File: src/rtl/bts_pkg.sv
// Shared types and constants for the byte translate/delete/squeeze filter.
`timescale 1ns / 1ps
`default_nettype none
package bts_pkg;

	localparam int unsigned SYMBOL_BITS_DEFAULT = 8;

	localparam int unsigned QUEUE_DEPTH = 4;
	localparam int unsigned QUEUE_PTR_W = $clog2(QUEUE_DEPTH);
	localparam int unsigned QUEUE_LVL_W = $clog2(QUEUE_DEPTH + 1);

	localparam int unsigned CFG_INDEX_W = 2;
	localparam int unsigned CFG_DATA_W  = 1;

	typedef enum logic [CFG_INDEX_W-1:0] {
		CFG_COMPLEMENT = 2'd0,
		CFG_DELETE     = 2'd1,
		CFG_SQUEEZE    = 2'd2
	} cfg_reg_t;

	typedef enum logic {
		MODE_DATA = 1'b0,
		MODE_LOAD = 1'b1
	} mode_t;

	typedef struct packed {
		logic complement_on;
		logic delete_on;
		logic squeeze_on;
	} cfg_t;

endpackage
`default_nettype wire

File: src/rtl/bts_front.sv
// Front end: table memory, clearing pass, lookup, translate and delete decision.
`timescale 1ns / 1ps
`default_nettype none
module bts_front
	import bts_pkg::*;
#(
	parameter int unsigned SYMBOL_BITS = SYMBOL_BITS_DEFAULT
) (
	input  wire logic                   clk,
	input  wire logic                   arst_n,
	input  wire cfg_t                   cfg,
	input  wire logic                   push,
	input  wire logic                   mode,
	input  wire logic [SYMBOL_BITS-1:0] data_byte,
	input  wire logic [SYMBOL_BITS-1:0] entry_map,
	input  wire logic                   entry_in_set,
	input  wire logic                   entry_squeeze,
	input  wire logic [QUEUE_LVL_W-1:0] q_level,
	output logic                        full,
	output logic                        clr_busy,
	output logic                        q_push,
	output logic [SYMBOL_BITS-1:0]      q_sym,
	output logic                        q_sq
);

	localparam int unsigned DEPTH = 1 << SYMBOL_BITS;
	localparam int unsigned ROW_W = SYMBOL_BITS + 2;

	logic [ROW_W-1:0] mem [DEPTH];

	logic                   clr_busy_q;
	logic [SYMBOL_BITS-1:0] clr_idx_q;

	logic                   accept;
	logic                   wr_en;
	logic [SYMBOL_BITS-1:0] wr_addr;
	logic [ROW_W-1:0]       wr_row;

	logic                   act_s1;
	logic [SYMBOL_BITS-1:0] sym_s1;
	logic [ROW_W-1:0]       row_s1;

	logic                   member;
	logic                   keep;
	logic [SYMBOL_BITS-1:0] tsym;

	logic                   act_s2;
	logic [SYMBOL_BITS-1:0] sym_s2;
	logic [ROW_W-1:0]       row_s2;

	logic [QUEUE_LVL_W-1:0] credit_used;

	assign credit_used = q_level + QUEUE_LVL_W'(act_s1) + QUEUE_LVL_W'(act_s2);
	assign full        = clr_busy_q || (credit_used >= QUEUE_LVL_W'(QUEUE_DEPTH));
	assign clr_busy    = clr_busy_q;
	assign accept      = push && !full;

	always_comb begin
		if (clr_busy_q) begin
			wr_en   = 1'b1;
			wr_addr = clr_idx_q;
			wr_row  = {clr_idx_q, 2'b00};
		end else begin
			wr_en   = accept && (mode == MODE_LOAD);
			wr_addr = data_byte;
			wr_row  = {entry_map, entry_in_set, entry_squeeze};
		end
	end

	always_ff @(posedge clk or negedge arst_n) begin
		if (!arst_n) begin
			clr_busy_q <= 1'b1;
			clr_idx_q  <= '0;
		end else if (clr_busy_q) begin
			clr_idx_q <= clr_idx_q + 1'b1;
			if (clr_idx_q == {SYMBOL_BITS{1'b1}}) begin
				clr_busy_q <= 1'b0;
			end
		end
	end

	always_ff @(posedge clk) begin
		if (wr_en) begin
			mem[wr_addr] <= wr_row;
		end
	end

	always_ff @(posedge clk) begin
		row_s1 <= mem[data_byte];
		sym_s1 <= data_byte;
	end

	assign member = row_s1[1] ^ cfg.complement_on;
	assign keep   = !(cfg.delete_on && member);
	assign tsym   = (!cfg.delete_on && member) ? row_s1[ROW_W-1:2] : sym_s1;

	always_ff @(posedge clk) begin
		row_s2 <= mem[tsym];
		sym_s2 <= tsym;
	end

	always_ff @(posedge clk or negedge arst_n) begin
		if (!arst_n) begin
			act_s1 <= 1'b0;
			act_s2 <= 1'b0;
		end else begin
			act_s1 <= accept && (mode == MODE_DATA);
			act_s2 <= act_s1 && keep;
		end
	end

	assign q_push = act_s2;
	assign q_sym  = sym_s2;
	assign q_sq   = row_s2[0];

endmodule
`default_nettype wire

File: src/rtl/bts_queue.sv
// Short queue between the front end and the squeeze stage.
`timescale 1ns / 1ps
`default_nettype none
module bts_queue
	import bts_pkg::*;
#(
	parameter int unsigned SYMBOL_BITS = SYMBOL_BITS_DEFAULT
) (
	input  wire logic                   clk,
	input  wire logic                   arst_n,
	input  wire logic                   wr,
	input  wire logic [SYMBOL_BITS-1:0] wr_sym,
	input  wire logic                   wr_sq,
	input  wire logic                   rd,
	output logic                        head_valid,
	output logic [SYMBOL_BITS-1:0]      head_sym,
	output logic                        head_sq,
	output logic [QUEUE_LVL_W-1:0]      level
);

	logic [SYMBOL_BITS-1:0] sym_q [QUEUE_DEPTH];
	logic                   sq_q  [QUEUE_DEPTH];
	logic [QUEUE_PTR_W-1:0] wptr_q;
	logic [QUEUE_PTR_W-1:0] rptr_q;
	logic [QUEUE_LVL_W-1:0] level_q;

	always_ff @(posedge clk) begin
		if (wr) begin
			sym_q[wptr_q] <= wr_sym;
			sq_q[wptr_q]  <= wr_sq;
		end
	end

	always_ff @(posedge clk or negedge arst_n) begin
		if (!arst_n) begin
			wptr_q  <= '0;
			rptr_q  <= '0;
			level_q <= '0;
		end else begin
			if (wr) begin
				wptr_q <= wptr_q + 1'b1;
			end
			if (rd) begin
				rptr_q <= rptr_q + 1'b1;
			end
			level_q <= level_q + QUEUE_LVL_W'(wr) - QUEUE_LVL_W'(rd);
		end
	end

	assign head_valid = (level_q != '0);
	assign head_sym   = sym_q[rptr_q];
	assign head_sq    = sq_q[rptr_q];
	assign level      = level_q;

endmodule
`default_nettype wire

File: src/rtl/bts_back.sv
// Back end: squeeze of repeated symbols and the result register.
`timescale 1ns / 1ps
`default_nettype none
module bts_back
	import bts_pkg::*;
#(
	parameter int unsigned SYMBOL_BITS = SYMBOL_BITS_DEFAULT
) (
	input  wire logic                   clk,
	input  wire logic                   arst_n,
	input  wire cfg_t                   cfg,
	input  wire logic                   head_valid,
	input  wire logic [SYMBOL_BITS-1:0] head_sym,
	input  wire logic                   head_sq,
	output logic                        deq,
	input  wire logic                   pop,
	output logic                        empty,
	output logic [SYMBOL_BITS-1:0]      out_byte
);

	logic                   out_valid_q;
	logic [SYMBOL_BITS-1:0] out_byte_q;
	logic [SYMBOL_BITS-1:0] last_q;
	logic                   last_valid_q;

	logic in_sq_set;
	logic drop;
	logic slot_free;

	assign in_sq_set = cfg.squeeze_on && head_sq;
	assign drop      = in_sq_set && last_valid_q && (last_q == head_sym);
	assign slot_free = !out_valid_q || pop;
	assign deq       = head_valid && (drop || slot_free);

	always_ff @(posedge clk or negedge arst_n) begin
		if (!arst_n) begin
			out_valid_q  <= 1'b0;
			last_q       <= '0;
			last_valid_q <= 1'b0;
		end else begin
			if (deq && !drop) begin
				out_valid_q  <= 1'b1;
				last_valid_q <= in_sq_set;
				if (in_sq_set) begin
					last_q <= head_sym;
				end
			end else if (pop) begin
				out_valid_q <= 1'b0;
			end
		end
	end

	always_ff @(posedge clk) begin
		if (deq && !drop) begin
			out_byte_q <= head_sym;
		end
	end

	assign empty    = !out_valid_q;
	assign out_byte = out_byte_q;

endmodule
`default_nettype wire

File: src/rtl/byte_translate_delete_squeeze_core.sv
// Top level of the byte translate/delete/squeeze filter.
//
// Input side is a queue write port: a beat is taken when push is high and full
// is low. mode selects a table load (data_byte is the index, entry_* the row)
// or a data byte. Loads give no result; a data byte gives zero or one result.
// Result side is a queue read port: out_byte is valid while empty is low and
// the beat is taken when pop is high.
// Configuration registers (complement, delete, squeeze) are written through
// cfg_wr_en / cfg_index / cfg_data; write them only while idle.
// Throughput is one beat per cycle while full is low. A kept data byte passes
// two table reads (source row, then the squeeze bit of the translated byte),
// the middle queue and one squeeze stage feeding the result register.
// After reset the table is cleared to identity by a pass over all
// 2**SYMBOL_BITS entries (256 by default); full stays high during that pass.
// When pop is held low the result register and the four-entry middle queue
// fill up and full rises; nothing is lost.
`timescale 1ns / 1ps
`default_nettype none
module byte_translate_delete_squeeze_core
	import bts_pkg::*;
#(
	parameter int unsigned SYMBOL_BITS = SYMBOL_BITS_DEFAULT
) (
	input  wire logic                   clk,
	input  wire logic                   arst_n,
	input  wire logic                   cfg_wr_en,
	input  wire logic [CFG_INDEX_W-1:0] cfg_index,
	input  wire logic [CFG_DATA_W-1:0]  cfg_data,
	input  wire logic                   push,
	output logic                        full,
	input  wire logic                   mode,
	input  wire logic [SYMBOL_BITS-1:0] data_byte,
	input  wire logic [SYMBOL_BITS-1:0] entry_map,
	input  wire logic                   entry_in_set,
	input  wire logic                   entry_squeeze,
	output logic                        empty,
	input  wire logic                   pop,
	output logic [SYMBOL_BITS-1:0]      out_byte
);

	cfg_t cfg_q;

	logic                   clr_busy;
	logic                   q_push;
	logic [SYMBOL_BITS-1:0] q_sym;
	logic                   q_sq;
	logic                   q_pop;
	logic                   head_valid;
	logic [SYMBOL_BITS-1:0] head_sym;
	logic                   head_sq;
	logic [QUEUE_LVL_W-1:0] q_level;

	always_ff @(posedge clk or negedge arst_n) begin
		if (!arst_n) begin
			cfg_q <= '0;
		end else if (cfg_wr_en) begin
			unique case (cfg_index)
				CFG_COMPLEMENT: cfg_q.complement_on <= cfg_data[0];
				CFG_DELETE:     cfg_q.delete_on     <= cfg_data[0];
				CFG_SQUEEZE:    cfg_q.squeeze_on    <= cfg_data[0];
				default: begin
				end
			endcase
		end
	end

	bts_front #(
		.SYMBOL_BITS(SYMBOL_BITS)
	) u_front (
		.clk          (clk),
		.arst_n       (arst_n),
		.cfg          (cfg_q),
		.push         (push),
		.mode         (mode),
		.data_byte    (data_byte),
		.entry_map    (entry_map),
		.entry_in_set (entry_in_set),
		.entry_squeeze(entry_squeeze),
		.q_level      (q_level),
		.full         (full),
		.clr_busy     (clr_busy),
		.q_push       (q_push),
		.q_sym        (q_sym),
		.q_sq         (q_sq)
	);

	bts_queue #(
		.SYMBOL_BITS(SYMBOL_BITS)
	) u_queue (
		.clk       (clk),
		.arst_n    (arst_n),
		.wr        (q_push),
		.wr_sym    (q_sym),
		.wr_sq     (q_sq),
		.rd        (q_pop),
		.head_valid(head_valid),
		.head_sym  (head_sym),
		.head_sq   (head_sq),
		.level     (q_level)
	);

	bts_back #(
		.SYMBOL_BITS(SYMBOL_BITS)
	) u_back (
		.clk       (clk),
		.arst_n    (arst_n),
		.cfg       (cfg_q),
		.head_valid(head_valid),
		.head_sym  (head_sym),
		.head_sq   (head_sq),
		.deq       (q_pop),
		.pop       (pop),
		.empty     (empty),
		.out_byte  (out_byte)
	);

	a_queue_no_overflow: assert property (@(posedge clk) disable iff (!arst_n)
		(q_push && !q_pop) |-> (q_level < QUEUE_LVL_W'(QUEUE_DEPTH)))
		else $error("middle queue written while full");

	a_queue_pop_nonempty: assert property (@(posedge clk) disable iff (!arst_n)
		q_pop |-> head_valid)
		else $error("middle queue read while empty");

	a_clear_blocks_input: assert property (@(posedge clk) disable iff (!arst_n)
		clr_busy |-> (full && !q_push))
		else $error("beat taken during table clearing pass");

	a_result_held: assert property (@(posedge clk) disable iff (!arst_n)
		(!empty && !pop) |=> !empty)
		else $error("waiting result lost without pop");

endmodule
`default_nettype wire

File: config.mk
export PLATFORM = sky130hd
export DESIGN_NAME = byte_translate_delete_squeeze_core
export DESIGN_NICKNAME = d
export VERILOG_FILES = /design/src/rtl/bts_pkg.sv /design/src/rtl/bts_front.sv /design/src/rtl/bts_queue.sv /design/src/rtl/bts_back.sv /design/src/rtl/byte_translate_delete_squeeze_core.sv
export SDC_FILE = /design/constraint.sdc
export NUM_CORES = 2
export LEC_CHECK = 0
export BUFFER_PORTS_ARGS = -buffer_cell sky130_fd_sc_hd__buf_2
export CELL_PAD_IN_SITES_DETAIL_PLACEMENT = 1
export CELL_PAD_IN_SITES_GLOBAL_PLACEMENT = 2
export CORE_UTILIZATION = 50
export CTS_CLUSTER_SIZE = 25
export DETAILED_ROUTE_END_ITERATION = 8
export PLACE_DENSITY_LB_ADDON = 0.1
export SLEW_MARGIN = 15
export SYNTH_ARGS = -nofsm -noshare
export SYNTH_HDL_FRONTEND = slang
export SYNTH_SLANG_ARGS = --single-unit
File: constraint.sdc
create_clock -name clk -period 38.2 [get_ports clk]
set_input_delay 1.91 -clock clk [delete_from_list [all_inputs] [get_ports clk]]
set_output_delay 1.91 -clock clk [all_outputs]
set_load 0.01 [all_outputs]
==> flow_metrics.env <==
export IMPL_slew_headroom=0.145
export IMPL_max_cap_violations=0
export IMPL_cts_resized=0
export IMPL_rows=165
export IMPL_worst_slew_pin_transition_ns=1.28
export IMPL_dp_hpwl_um=165000
export IMPL_portBuffers=36
export IMPL_required_ns=38.97
export IMPL_drt_total_wl_um=278000
export IMPL_cts_buffer_depth=4
export IMPL_setup_viol=0
export IMPL_num_vias=48718
export IMPL_hold_path_startpoint="u_back.last_valid_q$_DFFE_PN0P_"
export IMPL_grt_max_degree=237
export IMPL_hp_class="reg2reg"
export IMPL_area_growth_pct=13.2
export IMPL_cts_sinks=2661
export IMPL_gp_congestion=0.802
export IMPL_insertion_delay_ns=0.93
export IMPL_synth_edff_count=2604
export IMPL_fin_nets=4875
export IMPL_cp_startpoint="data_byte[0]"
export IMPL_die_h_um=455
export IMPL_irDropWorstVdd_mv=0.0616
export IMPL_crit_fanout=71
export IMPL_syn_avg_cell_area_um2=22.7
export IMPL_io_pins=37
export IMPL_post_route_cells_drive_above_1_share=0.298
export IMPL_ys_seq_area_frac=0.776
export IMPL_async_reset_ff_frac=0.0116
export IMPL_final_antenna_net_count=0
export IMPL_drc=0
export IMPL_finalHoldViolations=0
export IMPL_finClkSkew_ns=0.0380
export IMPL_timing_fmax_mhz=154
export IMPL_cts_tree="built"
export IMPL_wl_met1_um=114000
export IMPL_syn_nets=4554
export IMPL_die_w_um=455
export IMPL_grt_setup_unrepaired="no"
export IMPL_cts_htree_levels=5
export IMPL_path_class="in2reg"
export IMPL_power_density_nw_per_um2=55.3
export IMPL_wl_per_cell_um=36.1
export IMPL_final_cell_mix="2604 x edfxtp_1, 782 x mux4_2, 305 x clkbuf_16, 238 x buf_4, 235 x nor2_1"
export IMPL_clkTransAtPathRegs_ns=0.06
export IMPL_synth_distinct_cells=58
export IMPL_finalNonFillerCells=7716
export IMPL_setup_tns_ns=0
export IMPL_via_per_inst=6.31
export IMPL_ys_warn_count=0
export IMPL_period_share=0.170
export IMPL_postCtsHoldBufs=0
export IMPL_post_cts_buffers=0
export IMPL_start_util=0.505
export IMPL_fin_crit_ns=6.51
export IMPL_leakagePower_nw=36.3
export IMPL_startpoint_type="input port"
export IMPL_dr_wl_met3_um=17000
export IMPL_final_util=0.571
export IMPL_antenna_found_initial=16
export IMPL_dr_max_layer_used="met5"
export IMPL_yosys_register_bits=2661
export IMPL_drv_slew=0
export IMPL_dp_cells=7212
export IMPL_detailedPlace_worstSlack_ns=30.56
export IMPL_crit_path_end_kind="flip-flop"
export IMPL_cts_root_buf="clkbuf_16"
export IMPL_status="completed"
export IMPL_dieArea_um2=207000
export IMPL_drtIter0Drc=5477
export IMPL_final_common_cell="edfxtp_1"
export IMPL_dr_wl_met2_um=139000
export IMPL_drtPass1Iterations=5
export IMPL_synth_flop_cell="edfxtp_1"
export IMPL_grt_usage=0.272
export IMPL_syn_inst=4518
export IMPL_cts_buffers=295
export IMPL_grt_pass1_wl_um=389000
export IMPL_synth_area_um2=102000
export IMPL_grt_overflow_total=0
export IMPL_worst_ep_arrival_time_ns=7.28
export IMPL_grt_pass1_vias=50142
export IMPL_coreArea_um2=203000
export IMPL_worst_r2r_startpoint="cfg_q[2]$_DFFE_PN0P_"
export IMPL_fin_ws_ns=31.69
export IMPL_holdWs_ns=0.481
sequential cells by signal, summed over array words and instances (netlist names):
signal,flops
u_back.last_q,8
u_front.q_push,1
u_front.act_s1,1
u_front.sym_s1,8
u_back.out_byte,8
u_front.row_s2,1
u_back.last_valid_q,1
u_queue.sym_q,32
u_front.row_s1,9
u_front.clr_idx_q,8
u_front.mem,2560
u_queue.rptr_q,2
u_queue.level,3
u_queue.wptr_q,2
u_front.q_sym,8
u_front.clr_busy,1
u_queue.sq_q,4
cfg_q,3
u_back.out_valid_q,1
per-layer routing:
metal  track usage  vias to the layer above
met5             0                        -
met4        0.0837                        6
met3        0.0399                      427
met2         0.448                     1819
met1         0.380                    26811
li1              -                    19655
Yosys cell counts (all sizes together) (3+ instances only):
master / number / area share
edfxtp: 2604 / 0.76
mux4: 782 / 0.17
nor2: 274 / 0.010
nand2: 200 / 0.0073
clkbuf: 166 / 0.0061
buf: 90 / 0.0041
nand3: 42 / 0.0021
dfrtp: 30 / 0.0073
inv: 27 / 0.00099
dfxtp: 26 / 0.0051
mux2i: 26 / 0.0025
a31oi: 23 / 0.0014
mux2: 18 / 0.0020
a21oi: 17 / 0.00083
and3: 16 / 0.00098
nand4: 15 / 0.00092
xor2: 15 / 0.0013
o21ai: 14 / 0.00068
a211oi: 12 / 0.00088
a2111oi: 11 / 0.00094
ha: 8 / 0.00098
nand3b: 8 / 0.00059
xnor2: 8 / 0.00068
or3: 7 / 0.00043
a311oi: 6 / 0.00051
a32oi: 6 / 0.00051
and2: 6 / 0.00037
o32ai: 5 / 0.00043
nand2b: 4 / 0.00024
nor2b: 4 / 0.00024
o2111ai: 4 / 0.00034
o31ai: 4 / 0.00029
a221oi: 3 / 0.00026
clkinv: 3 / 0.00011
nor3b: 3 / 0.00022
o211a: 3 / 0.00029
o22ai: 3 / 0.00018
logic make-up after synthesis:
group / share of synthesized area
compound gates: 0.00910
xor+xnor: 0.00197
fa+ha+maj: 0.00117
buf+inv: 0.0113
flops: 0.776
mux: 0.176
simple gates: 0.0237
worst max-delay path, stage by stage:
cell    delay (ns)
buf_8         0.58
buf_4         0.81
buf_4         0.77
buf_4         0.83
mux4_2        0.64
mux4_2        0.57
mux4_2        0.48
mux4_2        0.47
power breakdown:
part / switching, mW / total, mW / internal [mW]
clock network: 1.10 / 2.66 / 1.56
registers: 0.0257 / 3.26 / 3.24
logic: 0.326 / 0.492 / 0.166
through the flow:
step | power [mW] | area [µm²]
finish | 6.42 | 116000
global route | 6.57 | 116000
CTS | 6.46 | 116000
detailed placement | 3.82 | 107000
global placement | 3.81 | 107000
floorplan | 3.60 | 102000
final timing paths:
kind / endpoint / slack, ns / depth (start not counted)
setup / recovery: u_front.row_s1[6]$_DFF_P_ / 31.69 / 8
hold / removal: u_back.last_valid_q$_DFFE_PN0P_ / 0.48 / 1
setup reg to reg: u_front.row_s2[0]$_DFF_P_ / 32.04 / 11
hold reg to reg: u_back.last_valid_q$_DFFE_PN0P_ / 0.48 / 1
max in group asynchronous: u_front.clr_idx_q[4]$_DFFE_PN0P_ / 36.54 / 1
min in group asynchronous: u_back.last_q[6]$_DFFE_PN0P_ / 1.08 / 1
cell type report:
class,count,area (µm²)
fillers,16723,87000
flip-flops and latches,2661,79500
multi-input cells,1571,22000
clock buffers,379,7950
well taps,2672,3340
repair buffers,280,2100
clock inverters,120,915
inverters,30,123
diodes,3,7.51
Power figures use the tool's default switching activity.
